$ cat config.mk
export PLATFORM = sky130hd
export DESIGN_NAME = xml_text_escaper_top
export DESIGN_NICKNAME = d
export VERILOG_FILES = /design/src/hdl/xte_pkg.sv /design/src/hdl/xte_front.sv /design/src/hdl/xte_token_queue.sv /design/src/hdl/xte_back.sv /design/src/hdl/xml_text_escaper_top.sv
export VERILOG_INCLUDE_DIRS = /design/src /design/src/hdl
export SDC_FILE = /design/constraint.sdc
export NUM_CORES = 1
export LEC_CHECK = 0
export ABC_AREA = 1
export BUFFER_PORTS_ARGS = -buffer_cell sky130_fd_sc_hd__buf_4
export CORE_MARGIN = 2
export CORE_UTILIZATION = 25
export CTS_CLUSTER_SIZE = 25
export DETAILED_ROUTE_END_ITERATION = 8
export HOLD_SLACK_MARGIN = 0.06
export PLACE_DENSITY = 0.44
export SLEW_MARGIN = 20
export SYNTH_ARGS = -nofsm -noshare
export SYNTH_HDL_FRONTEND = slang
export SYNTH_SLANG_ARGS = --single-unit
$ cat constraint.sdc
create_clock -name clock -period 8.3 [get_ports clock]
set_input_delay 2.49 -clock clock [delete_from_list [all_inputs] [get_ports clock]]
set_output_delay 2.49 -clock clock [all_outputs]
set_load 0.02 [all_outputs]
$ cat src/hdl/xml_text_escaper_top_assert.svh
// Assertion macros for the XML text escaper.
// Used by xml_text_escaper_top only; needs clock and reset in scope.
`ifndef XML_TEXT_ESCAPER_TOP_ASSERT_SVH
`define XML_TEXT_ESCAPER_TOP_ASSERT_SVH

// cond must never hold outside reset
`define XTE_NEVER(label, cond, msg) \
   label: assert property (@(posedge clock) disable iff (reset) !(cond)) \
      else $error(msg);

// a in one cycle implies b in the same cycle
`define XTE_IMPLIES(label, a, b, msg) \
   label: assert property (@(posedge clock) disable iff (reset) (a) |-> (b)) \
      else $error(msg);

// a in one cycle implies b in the next cycle
`define XTE_NEXT(label, a, b, msg) \
   label: assert property (@(posedge clock) disable iff (reset) (a) |=> (b)) \
      else $error(msg);

`endif

$ cat src/hdl/xte_pkg.sv
// Shared types, constants and functions of the XML text escaper.
// Used by xte_front, xte_token_queue, xte_back and the top level.
package xte_pkg;

   localparam int WIN_DEPTH = 5;
   localparam int TQ_DEPTH  = 4;
   localparam int TQ_AW     = 2;

   localparam logic [2:0] KIND_PASS = 3'd0;
   localparam logic [2:0] KIND_AMP  = 3'd1;
   localparam logic [2:0] KIND_QUOT = 3'd2;
   localparam logic [2:0] KIND_GT   = 3'd3;
   localparam logic [2:0] KIND_LT   = 3'd4;
   localparam logic [2:0] KIND_APOS = 3'd5;

   localparam logic [7:0] CH_AMP  = 8'h26;
   localparam logic [7:0] CH_QUOT = 8'h22;
   localparam logic [7:0] CH_APOS = 8'h27;
   localparam logic [7:0] CH_LT   = 8'h3c;
   localparam logic [7:0] CH_GT   = 8'h3e;
   localparam logic [7:0] CH_A    = 8'h61;
   localparam logic [7:0] CH_G    = 8'h67;
   localparam logic [7:0] CH_L    = 8'h6c;
   localparam logic [7:0] CH_M    = 8'h6d;
   localparam logic [7:0] CH_O    = 8'h6f;
   localparam logic [7:0] CH_P    = 8'h70;
   localparam logic [7:0] CH_Q    = 8'h71;
   localparam logic [7:0] CH_S    = 8'h73;
   localparam logic [7:0] CH_T    = 8'h74;
   localparam logic [7:0] CH_U    = 8'h75;

   typedef logic [WIN_DEPTH-1:0][7:0] window_type;

   typedef struct packed {
      logic [7:0] data;
      logic [2:0] kind;
      logic       last;
   } token_type;

   // cw[0] is the character to classify, cc the number of valid bytes
   function automatic logic [2:0] xte_classify(window_type cw, logic [2:0] cc);
      logic keep;
      logic [2:0] kind;
      keep = ((cc >= 3'd4) && cw[1] == CH_A && cw[2] == CH_M && cw[3] == CH_P) ||
             ((cc >= 3'd5) && cw[1] == CH_Q && cw[2] == CH_U && cw[3] == CH_O &&
                              cw[4] == CH_T) ||
             ((cc >= 3'd3) && cw[1] == CH_G && cw[2] == CH_T) ||
             ((cc >= 3'd3) && cw[1] == CH_L && cw[2] == CH_T) ||
             ((cc >= 3'd5) && cw[1] == CH_A && cw[2] == CH_P && cw[3] == CH_O &&
                              cw[4] == CH_S);
      priority if (cw[0] == CH_QUOT) kind = KIND_QUOT;
      else if (cw[0] == CH_LT)       kind = KIND_LT;
      else if (cw[0] == CH_GT)       kind = KIND_GT;
      else if (cw[0] == CH_APOS)     kind = KIND_APOS;
      else if (cw[0] == CH_AMP)      kind = keep ? KIND_PASS : KIND_AMP;
      else                           kind = KIND_PASS;
      return kind;
   endfunction

   // index of the final output word of a token
   function automatic logic [2:0] xte_last_idx(logic [2:0] kind);
      logic [2:0] idx;
      unique case (kind)
         KIND_AMP:  idx = 3'd3;
         KIND_QUOT: idx = 3'd4;
         KIND_GT:   idx = 3'd2;
         KIND_LT:   idx = 3'd2;
         KIND_APOS: idx = 3'd4;
         default:   idx = 3'd0;
      endcase
      return idx;
   endfunction

   function automatic logic [7:0] xte_char(logic [2:0] kind, logic [2:0] idx,
                                           logic [7:0] data);
      logic [7:0] ch;
      ch = CH_AMP;
      unique case (kind)
         KIND_AMP: begin
            unique case (idx)
               3'd1:    ch = CH_A;
               3'd2:    ch = CH_M;
               3'd3:    ch = CH_P;
               default: ch = CH_AMP;
            endcase
         end
         KIND_QUOT: begin
            unique case (idx)
               3'd1:    ch = CH_Q;
               3'd2:    ch = CH_U;
               3'd3:    ch = CH_O;
               3'd4:    ch = CH_T;
               default: ch = CH_AMP;
            endcase
         end
         KIND_GT: begin
            unique case (idx)
               3'd1:    ch = CH_G;
               3'd2:    ch = CH_T;
               default: ch = CH_AMP;
            endcase
         end
         KIND_LT: begin
            unique case (idx)
               3'd1:    ch = CH_L;
               3'd2:    ch = CH_T;
               default: ch = CH_AMP;
            endcase
         end
         KIND_APOS: begin
            unique case (idx)
               3'd1:    ch = CH_A;
               3'd2:    ch = CH_P;
               3'd3:    ch = CH_O;
               3'd4:    ch = CH_S;
               default: ch = CH_AMP;
            endcase
         end
         default: ch = data;
      endcase
      return ch;
   endfunction

endpackage

$ cat src/hdl/xte_front.sv
// Front end: five-byte lookahead window, classification and end-of-text flush.
// Depends on xte_pkg.
module xte_front import xte_pkg::*; (
   input  logic       clock,
   input  logic       reset,
   input  logic       push,
   output logic       full,
   input  logic [7:0] req_in_byte,
   input  logic       req_in_last,
   input  logic       tq_full,
   output logic       tok_valid,
   output token_type  tok,
   output logic       flushing
);

   window_type win_ff, win_in, cw;
   logic [2:0] cnt_ff, cnt_in, cc;
   logic       flush_ff, flush_in;
   logic       accept;

   assign full     = flush_ff | tq_full;
   assign accept   = push & ~full;
   assign flushing = flush_ff;

   always_comb begin
      cw = win_ff;
      cc = cnt_ff;
      if (!flush_ff) begin
         cw[cnt_ff] = req_in_byte;
         cc = cnt_ff + 3'd1;
      end
      tok.data = cw[0];
      tok.kind = xte_classify(cw, cc);
      tok.last = flush_ff && (cnt_ff == 3'd1);
      if (flush_ff) begin
         tok_valid = ~tq_full;
      end else begin
         tok_valid = accept && !req_in_last && (cnt_ff == 3'd4);
      end
   end

   always_comb begin
      win_in   = win_ff;
      cnt_in   = cnt_ff;
      flush_in = flush_ff;
      if (flush_ff) begin
         if (!tq_full) begin
            for (int i = 0; i < WIN_DEPTH - 1; i++) begin
               win_in[i] = win_ff[i+1];
            end
            win_in[WIN_DEPTH-1] = 8'd0;
            cnt_in = cnt_ff - 3'd1;
            if (cnt_ff == 3'd1) begin
               flush_in = 1'b0;
            end
         end
      end else if (accept) begin
         if (!req_in_last && cnt_ff == 3'd4) begin
            for (int i = 0; i < WIN_DEPTH - 2; i++) begin
               win_in[i] = win_ff[i+1];
            end
            win_in[WIN_DEPTH-2] = req_in_byte;
         end else begin
            win_in[cnt_ff] = req_in_byte;
            cnt_in = cnt_ff + 3'd1;
            flush_in = req_in_last;
         end
      end
   end

   always_ff @(posedge clock) begin
      if (reset) begin
         win_ff   <= '0;
         cnt_ff   <= 3'd0;
         flush_ff <= 1'b0;
      end else begin
         win_ff   <= win_in;
         cnt_ff   <= cnt_in;
         flush_ff <= flush_in;
      end
   end

endmodule

$ cat src/hdl/xte_token_queue.sv
// Short queue of classified characters between front and back.
// Depends on xte_pkg.
module xte_token_queue import xte_pkg::*; (
   input  logic      clock,
   input  logic      reset,
   input  logic      wr_en,
   input  token_type wr_tok,
   output logic      tq_full,
   input  logic      rd_en,
   output logic      tq_empty,
   output token_type rd_tok
);

   token_type        mem_ff [TQ_DEPTH];
   logic [TQ_AW-1:0] wr_ptr_ff, wr_ptr_in, rd_ptr_ff, rd_ptr_in;
   logic [TQ_AW:0]   cnt_ff, cnt_in;

   assign tq_full  = (cnt_ff == (TQ_AW+1)'(TQ_DEPTH));
   assign tq_empty = (cnt_ff == '0);
   assign rd_tok   = mem_ff[rd_ptr_ff];

   always_comb begin
      wr_ptr_in = wr_ptr_ff + TQ_AW'(wr_en);
      rd_ptr_in = rd_ptr_ff + TQ_AW'(rd_en);
      cnt_in    = cnt_ff + (TQ_AW+1)'(wr_en) - (TQ_AW+1)'(rd_en);
   end

   always_ff @(posedge clock) begin
      if (wr_en) begin
         mem_ff[wr_ptr_ff] <= wr_tok;
      end
   end

   always_ff @(posedge clock) begin
      if (reset) begin
         wr_ptr_ff <= '0;
         rd_ptr_ff <= '0;
         cnt_ff    <= '0;
      end else begin
         wr_ptr_ff <= wr_ptr_in;
         rd_ptr_ff <= rd_ptr_in;
         cnt_ff    <= cnt_in;
      end
   end

endmodule

$ cat src/hdl/xte_back.sv
// Back end: expands each token into its output words, two-word output queue.
// Depends on xte_pkg.
module xte_back import xte_pkg::*; (
   input  logic       clock,
   input  logic       reset,
   input  logic       tq_empty,
   input  token_type  tok,
   output logic       tq_pop,
   output logic       empty,
   input  logic       pop,
   output logic [7:0] rsp_out_byte,
   output logic       rsp_out_last
);

   logic [2:0] idx_ff, idx_in;
   logic [7:0] ob_ff [2];
   logic       ol_ff [2];
   logic       wp_ff, wp_in, rp_ff, rp_in;
   logic [1:0] oc_ff, oc_in;
   logic       emit, done, take;

   assign take  = pop & ~empty;
   assign empty = (oc_ff == 2'd0);
   assign emit  = ~tq_empty && (oc_ff != 2'd2);
   assign done  = (idx_ff == xte_last_idx(tok.kind));
   assign tq_pop = emit & done;

   assign rsp_out_byte = ob_ff[rp_ff];
   assign rsp_out_last = ol_ff[rp_ff];

   always_comb begin
      idx_in = idx_ff;
      if (emit) begin
         idx_in = done ? 3'd0 : idx_ff + 3'd1;
      end
      wp_in = wp_ff ^ emit;
      rp_in = rp_ff ^ take;
      oc_in = oc_ff + 2'(emit) - 2'(take);
   end

   always_ff @(posedge clock) begin
      if (emit) begin
         ob_ff[wp_ff] <= xte_char(tok.kind, idx_ff, tok.data);
         ol_ff[wp_ff] <= tok.last & done;
      end
   end

   always_ff @(posedge clock) begin
      if (reset) begin
         idx_ff <= 3'd0;
         wp_ff  <= 1'b0;
         rp_ff  <= 1'b0;
         oc_ff  <= 2'd0;
      end else begin
         idx_ff <= idx_in;
         wp_ff  <= wp_in;
         rp_ff  <= rp_in;
         oc_ff  <= oc_in;
      end
   end

endmodule

$ cat src/hdl/xml_text_escaper_top.sv
// XML text escaper, top level.
// Input side is a queue: write a word with push while full is low; req_in_last
// marks the final character of a text. Output side is a queue: while empty is
// low the oldest escaped word sits on rsp_out_byte/rsp_out_last; pop takes it.
// Characters " < > ' become &quot &lt &gt &apos; an ampersand that does not
// start amp, quot, gt, lt or apos becomes &amp. No semicolons are added.
// A character leaves the front once the four characters after it have
// arrived, or when its text ends, then passes through the token queue and
// the two-word output queue to the result ports. The back end produces one
// output word per cycle while a token waits and the output queue has room;
// a plain character yields one word, an entity three to five. Input is taken
// every cycle while the four-entry token queue has room and no flush runs.
// After a word with req_in_last the front drains its window, one character
// per cycle (up to five) while the token queue has room, holding full high.
// When the receiver stalls, both queues fill, full rises; nothing is dropped.
// Reset (synchronous, active high) empties the window and both queues.
// Depends on xte_pkg, xte_front, xte_token_queue, xte_back and
// xml_text_escaper_top_assert.svh.
`include "xml_text_escaper_top_assert.svh"

module xml_text_escaper_top import xte_pkg::*; (
   input  logic       clock,
   input  logic       reset,
   input  logic       push,
   output logic       full,
   input  logic [7:0] req_in_byte,
   input  logic       req_in_last,
   output logic       empty,
   input  logic       pop,
   output logic [7:0] rsp_out_byte,
   output logic       rsp_out_last
);

   token_type f_tok, q_tok;
   logic      f_valid, tq_full, tq_empty, tq_pop, flushing;

   xte_front u_front (
      .clock       (clock),
      .reset       (reset),
      .push        (push),
      .full        (full),
      .req_in_byte (req_in_byte),
      .req_in_last (req_in_last),
      .tq_full     (tq_full),
      .tok_valid   (f_valid),
      .tok         (f_tok),
      .flushing    (flushing)
   );

   xte_token_queue u_tq (
      .clock    (clock),
      .reset    (reset),
      .wr_en    (f_valid),
      .wr_tok   (f_tok),
      .tq_full  (tq_full),
      .rd_en    (tq_pop),
      .tq_empty (tq_empty),
      .rd_tok   (q_tok)
   );

   xte_back u_back (
      .clock        (clock),
      .reset        (reset),
      .tq_empty     (tq_empty),
      .tok          (q_tok),
      .tq_pop       (tq_pop),
      .empty        (empty),
      .pop          (pop),
      .rsp_out_byte (rsp_out_byte),
      .rsp_out_last (rsp_out_last)
   );

   `XTE_NEVER(a_no_push_when_full, f_valid && tq_full, "token pushed into full queue")
   `XTE_IMPLIES(a_flush_blocks_input, flushing, full, "input taken during flush")
   `XTE_NEVER(a_no_pop_when_empty, tq_pop && tq_empty, "token popped from empty queue")
   `XTE_NEXT(a_last_ends_flush, f_valid && f_tok.last, !flushing, "flush ran past last word")

endmodule
==> results of run 1 <==
worst paths after layout:
path,start,endpoint,slack (ns)
max reg2reg,u_tq.rd_ptr_ff[1]$_SDFF_PP0_,u_tq.cnt_ff[2]$_SDFF_PP0_,4.82
min reg2reg,u_back.oc_ff[1]$_SDFF_PP0_,u_back.oc_ff[1]$_SDFF_PP0_,0.51
max,u_back.rp_ff$_SDFF_PP0_,rsp_out_last,4.24
min,u_back.oc_ff[1]$_SDFF_PP0_,u_back.oc_ff[1]$_SDFF_PP0_,0.51
report_power, final:
part / internal [mW] / switching, mW
clock network: 0.471 / 0.289
logic: 0.411 / 0.909
registers: 0.851 / 0.103
total: 1.73 / 1.30
logic make-up (layout without fill, tap and decap cells):
logic type	Yosys count	in the layout	synth area share
xor gates and xnor gates	5	5	0.006016
DFF	124	124	0.4317
muxes	4	4	0.005499
AOI/OAI and AO/OA	199	199	0.1493
adders and majority gates	20	20	0.03540
buffers and inverters	145	159	0.08249
and+or+nand+nor	484	484	0.2896
cell type report:
type                       instances  area [um^2]
tap                              384        480.5
fill                            3137        20340
sequential                       124         3144
timing repair buffer              31        232.7
inverter                          96        360.3
multi-input combinational        712         3563
clock inverter                    12        147.6
clock buffer                      20        436.7
sequential cells by signal, summed over array words and instances (netlist names):
signal            count
u_tq.mem_ff          48
u_front.win_ff       40
u_back.ob_ff         16
u_back.idx_ff         3
u_front.cnt_ff        3
u_tq.cnt_ff           3
u_back.oc_ff          2
u_back.ol_ff          2
u_tq.rd_ptr_ff        2
u_tq.wr_ptr_ff        2
u_back.rp_ff          1
u_back.wp_ff          1
u_front.flushing      1
stage by stage:
stage / cell area [um^2] / power, mW
floorplan: 7281 / 1.917
global placement: 7775 / 2.286
detailed placement: 7775 / 2.294
CTS: 8359 / 3.057
global route: 8366 / 3.277
finish: 8366 / 3.033
Yosys cell counts:
master      n  area share
mux2i_1     4      0.0055
inv_2       7      0.0036
a32oi_1     1      0.0012
nand3_2     2      0.0027
clkbuf_1   24       0.012
or2_2      12       0.010
a21o_1      1      0.0010
a211oi_1    2      0.0021
buf_6       2      0.0031
nor3_1      7      0.0048
nand2_4     2      0.0031
o221ai_1    1      0.0012
o21ai_1    12      0.0082
a221oi_1    4      0.0048
ha_1       19       0.033
and3_1      1     0.00086
buf_2      15       0.010
o21ai_0    93       0.064
inv_1      89       0.046
nand3_1    76       0.052
and2_1      1     0.00086
nor2_1     88       0.045
nand4_1    25       0.021
nand2_1   253        0.13
o21ai_2     8      0.0096
a21oi_1    58       0.040
a31oi_1     7      0.0060
buf_1       2      0.0010
edfxtp_1   66        0.27
a22oi_1     3      0.0031
o211ai_1    1      0.0010
xor2_1      2      0.0024
nor2_2      4      0.0034
buf_4       6      0.0062
fa_1        1      0.0027
nor4_1      1     0.00086
a41oi_1     1      0.0012
dfxtp_1    58        0.16
xnor2_1     3      0.0036
nor2_4      4      0.0062
o22ai_1     7      0.0060
nand2_2     8      0.0069
critical path, cell delays in order (launching register included):
cell	delay [ns]
dfxtp_1	0.52
inv_1	0.30
nand2_1	0.12
nand2_1	0.06
buf_4	0.15
metal layers:
metal	up-vias	wire length, um	track usage
li1	3279	-	-
met1	2974	10090	0.1888
met2	113	10340	0.2442
met3	20	626	0.02089
met4	0	278	0.04097
met5	-	0	0
==> flow_summary.toml, run 1 <==
[run_status]
status = "finished, final reports clean"

[timing]
holdWs_ns = 0.5083
slew_violations = 0
finalSetupTns_ns = 0
hold_violations = 0
rsz0062_at_grt = "false"
finClkSkew_ns = 0.01010
setup_viol = 0
slew_headroom = 0.3196
max_freq_ghz = 0.2460
fin_ws_ns = 4.235
fin_crit_ns = 4.065
period_share = 0.4898
tightest_slew_ns = 1.015

[worst_setup_path]
worstRegToRegCells = 17
criticalPathCategory = "flop to output pin"
end_kind = "output pin"
cp_data_arrival_time_ns = 1.57
critPathMaxFanout = 11
critPathLaunchType = "flop"
critical_path_required_ns = 5.81

[die]
core-area_um2 = 28700
row_count = 62
die_h_um = 174.7
initial_core_util = 0.2537
dieArea_um2 = 30500
die_w_um = 174.7
ioPinCount = 24

[routing]
totalWireLength_um = 21340
antenna_left = 0
drcViolationCount = 0
vias_per_cell = 4.631
drt_iter0_markers = 506
detail_route.wl_per_cell_um = 15.47
dr_total_vias = 6386
dr.pass1.iters = 5

[synthesis]
synthCells = 981
yosys_register_bits = 124
syn-num-nets = 1014
syn-cell-area_um2 = 7281
yosysWarnings = 0
syn_area_per_cell_um2 = 7.422
yosysSeqAreaShare = 0.4317
yosys.cell_types.count = 42

[clocking]
clk_pin_slew_worst_paths_ns = 0.06
clk_latency_ns = 0.42
hold_buffers = 0
cts_tree = "built"
cts_buffers = 17
root_buffer = "clkbuf_16"
cts-resized-gates = 0
cts_max_path_buffers = 2
numClockSinks = 124
cts_max_level = 4
cts_setup_buffers = 0

[cells_and_area]
final_cell_mix = "253 x nand2_1, 93 x o21ai_0, 89 x inv_1, 88 x nor2_1, 76 x nand3_1"
nets = 1015
syn2layout_area_growth_pct = 14.90
antenna_cells = 0
final_common_cell = "nand2_1"
final_util = 0.2915
drive_above_1_share = 0.1126
final_cells = 1379

[placement]
gp_congestion = 0.8269
post-dp-hpwl_um = 14520
io_buffers = 23
dp_cells = 1347
dp_worst_setup_slack_ns = 3.757

[global_routing]
globalRouteTotalUtil = 0.1433
grt_pass1_vias = 6240
grt_pass1_wl_um = 34330
antenna_found_initial = 0
grt_max_degree = 65
overflow = 0

[hold_path]
worstHoldPathCells = 1
hold_path_class = "flop to flop"

[power_and_ir_drop]
p_per_area_nw_per_um2 = 362.6
power.leakage_nw = 3.508
vdd_ir_drop_max_uv = 191.3

[run]
maxCapViolCount = 0
No activity file was read; power rests on OpenSTA's default activity.
==> inputs of run 2 (changes only) <==
--- a/config.mk
+++ b/config.mk
@@ -6,7 +6,7 @@
 export SDC_FILE = /design/constraint.sdc
 export NUM_CORES = 1
 export LEC_CHECK = 0
-export ABC_AREA = 1
+export ABC_AREA = 0
 export BUFFER_PORTS_ARGS = -buffer_cell sky130_fd_sc_hd__buf_4
 export CORE_MARGIN = 2
 export CORE_UTILIZATION = 25
==> constraint.sdc (replaced) <==
create_clock -name clock -period 4 [get_ports clock]
set_input_delay 1.2 -clock clock [delete_from_list [all_inputs] [get_ports clock]]
set_output_delay 1.2 -clock clock [all_outputs]
set_load 0.02 [all_outputs]
==> run 2 against run 1 <==
Net effect: first-iteration DRC count shrank 29%; highest routed layer unchanged; setup slack lost 3.8 ns; synthesized area shrank 11%; die area shrank 11%; cell count shrank 28%; critical endpoint is now u_tq.cnt_ff[2]$_SDFF_PP0_; worst hold slack gained 0.019 ns; critical path type is now flop to flop; flip-flop and latch count is the same; register-to-register slack lost 4.4 ns.
==> flow_summary.toml, run 2 <==
[global_routing]
grt_pass1_wl_um = 26270
grt_max_degree = 50
globalRouteTotalUtil = 0.1258
antenna_found_initial = 0
overflow = 0
grt_pass1_vias = 4924

[routing]
antenna_left = 0
detail_route.wl_per_cell_um = 16.75
drt_iter0_markers = 360
totalWireLength_um = 16520
dr.pass1.iters = 5
vias_per_cell = 5.108
dr_total_vias = 5036
drcViolationCount = 0

[synthesis]
synth_edf_count = 66
synthTopCellsByArea = "edfxtp_1 31%, dfxtp_1 18%, mux4_2 4.2%, nor2_1 4.0%, ha_1 3.7%"
yosysTopAreaCell = "edfxtp_1"
async_flop_share = 0
yosysWarnings = 0
synth_common_cells = "69 x nor2_1, 66 x edfxtp_1, 58 x dfxtp_1"
synth_ff_type = "edfxtp_1"
syn-cell-area_um2 = 6459
yosysTopAreaCellShare = 0.3069
syn_area_per_cell_um2 = 10.24
synth.most_common_cell = "nor2_1"
yosysSeqAreaShare = 0.4866
synthCells = 631
yosys_register_bits = 124
syn-num-nets = 664
yosys.cell_types.count = 67

[die]
dieArea_um2 = 27140
die_h_um = 164.7
die_w_um = 164.7
row_count = 58
ioPinCount = 24
core-area_um2 = 25250
initial_core_util = 0.2557

[timing]
finClkSkew_ns = 0.01136
slew_violations = 0
slew_headroom = 0.4615
period_share = 0.8940
max_freq_ghz = 0.2797
rsz0062_at_grt = "false"
setup_viol = 0
fin_crit_ns = 3.576
holdWs_ns = 0.5274
finalSetupTns_ns = 0
hold_violations = 0
tightest_slew_ns = 0.7965

[clocking]
cts_setup_buffers = 0
cts_buffers = 17
cts_max_path_buffers = 2
cts_max_level = 4
numClockSinks = 124
root_buffer = "clkbuf_16"
clk_pin_slew_worst_paths_ns = 0.06
cts-resized-gates = 0
hold_buffers = 0
clk_latency_ns = 0.42
cts_tree = "built"

[power_and_ir_drop]
vdd_ir_drop_max_uv = 347.7
power_mw = 5.400
p_per_area_nw_per_um2 = 715.1
power.leakage_nw = 2.587

[cells_and_area]
antenna_cells = 0
largest_reg_flops = 48
design_area_um2 = 7551
final_common_cell = "nor2_1"
regMostFlops = "u_tq.mem_ff"
nets = 677
largestRegisters = "u_tq.mem_ff x48, u_front.win_ff x40, u_back.ob_ff x16"
final_cell_mix = "69 x nor2_1, 66 x edfxtp_1, 58 x dfxtp_1, 45 x nand2_1, 38 x buf_4"
syn2layout_area_growth_pct = 16.91
drive_above_1_share = 0.1555

[hold_path]
hold_path_class = "flop to flop"

[worst_setup_path]
end_kind = "flop"
critPathLaunchType = "flop"
cp_data_arrival_time_ns = 3.86
critical_path_required_ns = 4.29
criticalPathCategory = "flop to flop"
critPathMaxFanout = 10

[run]
maxCapViolCount = 0

[placement]
io_buffers = 23
place_area_um2 = 6989
post-dp-hpwl_um = 11410
gp_congestion = 0.8130

[run_status]
status = "finished, final reports clean"
==> run 2: changes by cell type in the layout (fill, tap and decap cells not counted), moves of 19 or more <==
cell      delta
a21oi_1     -36
nand2_1    -208
inv_1       -62
nor2_1      -19
o21ai_0     -66
nand4_1     -21
nand3_1     -63
o22ai_1     +26
a211oi_1    +26
==> run 2: worst paths after layout <==
check	from	endpoint	slack, ns	cells after the start
worst max-delay path	u_tq.rd_ptr_ff[1]$_SDFF_PP0_	u_tq.cnt_ff[2]$_SDFF_PP0_	0.42	14
worst min-delay path	u_front.win_ff[23]$_SDFFE_PP0P_	u_front.win_ff[23]$_SDFFE_PP0P_	0.53	2
worst max register to register	u_tq.rd_ptr_ff[1]$_SDFF_PP0_	u_tq.cnt_ff[2]$_SDFF_PP0_	0.42	14
worst min register to register	u_front.win_ff[23]$_SDFFE_PP0P_	u_front.win_ff[23]$_SDFFE_PP0P_	0.53	2
==> run 2: per-layer routing <==
layer	track usage	vias to the layer above	wire, um
met5	0	-	0
met4	0.04150	0	182
met3	0.02762	16	687
met2	0.2098	144	7897
met1	0.1618	2472	7752
li1	-	2404	-
==> run 2: kinds of logic after synthesis <==
logic type | count (synthesis) | synth area share
buf+inv | 71 | 0.04243
simple gates | 206 | 0.1654
xor+xnor | 9 | 0.01221
mux | 35 | 0.07962
fa+ha+maj | 20 | 0.03991
flops | 124 | 0.4866
compound gates | 166 | 0.1738
==> run 2: cell type report <==
type | instances | area (um^2)
fillers | 2615 | 17700
flip-flops and latches | 124 | 3143
multi-input cells | 436 | 3047
clock buffers | 17 | 425.4
well taps | 330 | 412.9
repair buffers | 38 | 285.3
clock inverters | 14 | 136.4
inverters | 27 | 101.3
==> run 2: worst max-delay path, cell delays in order, from the launching register on <==
cell      delay [ns]
dfxtp_1         0.62
buf_4           0.26
mux2i_1         0.08
mux2_2          0.35
a41o_1          0.27
a311oi_2        0.29
o21a_1          0.22
nor2_1          0.08
ha_1            0.31
inv_1           0.04
ha_1            0.20
fa_1            0.38
xnor2_1         0.17
xnor2_1         0.14
nor2_1          0.05
==> run 2: report_power, final <==
part / total, mW / switching (mW) / internal (mW) / leakage (nW)
clock: 1.47 / 0.607 / 0.863 / 0.272
sequential: 1.91 / 0.222 / 1.69 / 1.08
combinational: 2.02 / 1.19 / 0.831 / 1.24
total: 5.40 / 2.01 / 3.39 / 2.59
==> run 2: stage by stage <==
step | instances | setup WS (ns) | util
3_5_place_dp | 955 | 0.3914 | 0.2768
3_3_place_gp | 955 | 0.4543 | 0.2768
6_report | 986 | 0.4241 | 0.2990
2_1_floorplan | 631 | 0.6942 | -
5_1_grt | 986 | 0.2321 | 0.2990
4_1_cts | 986 | 0.4054 | 0.2990
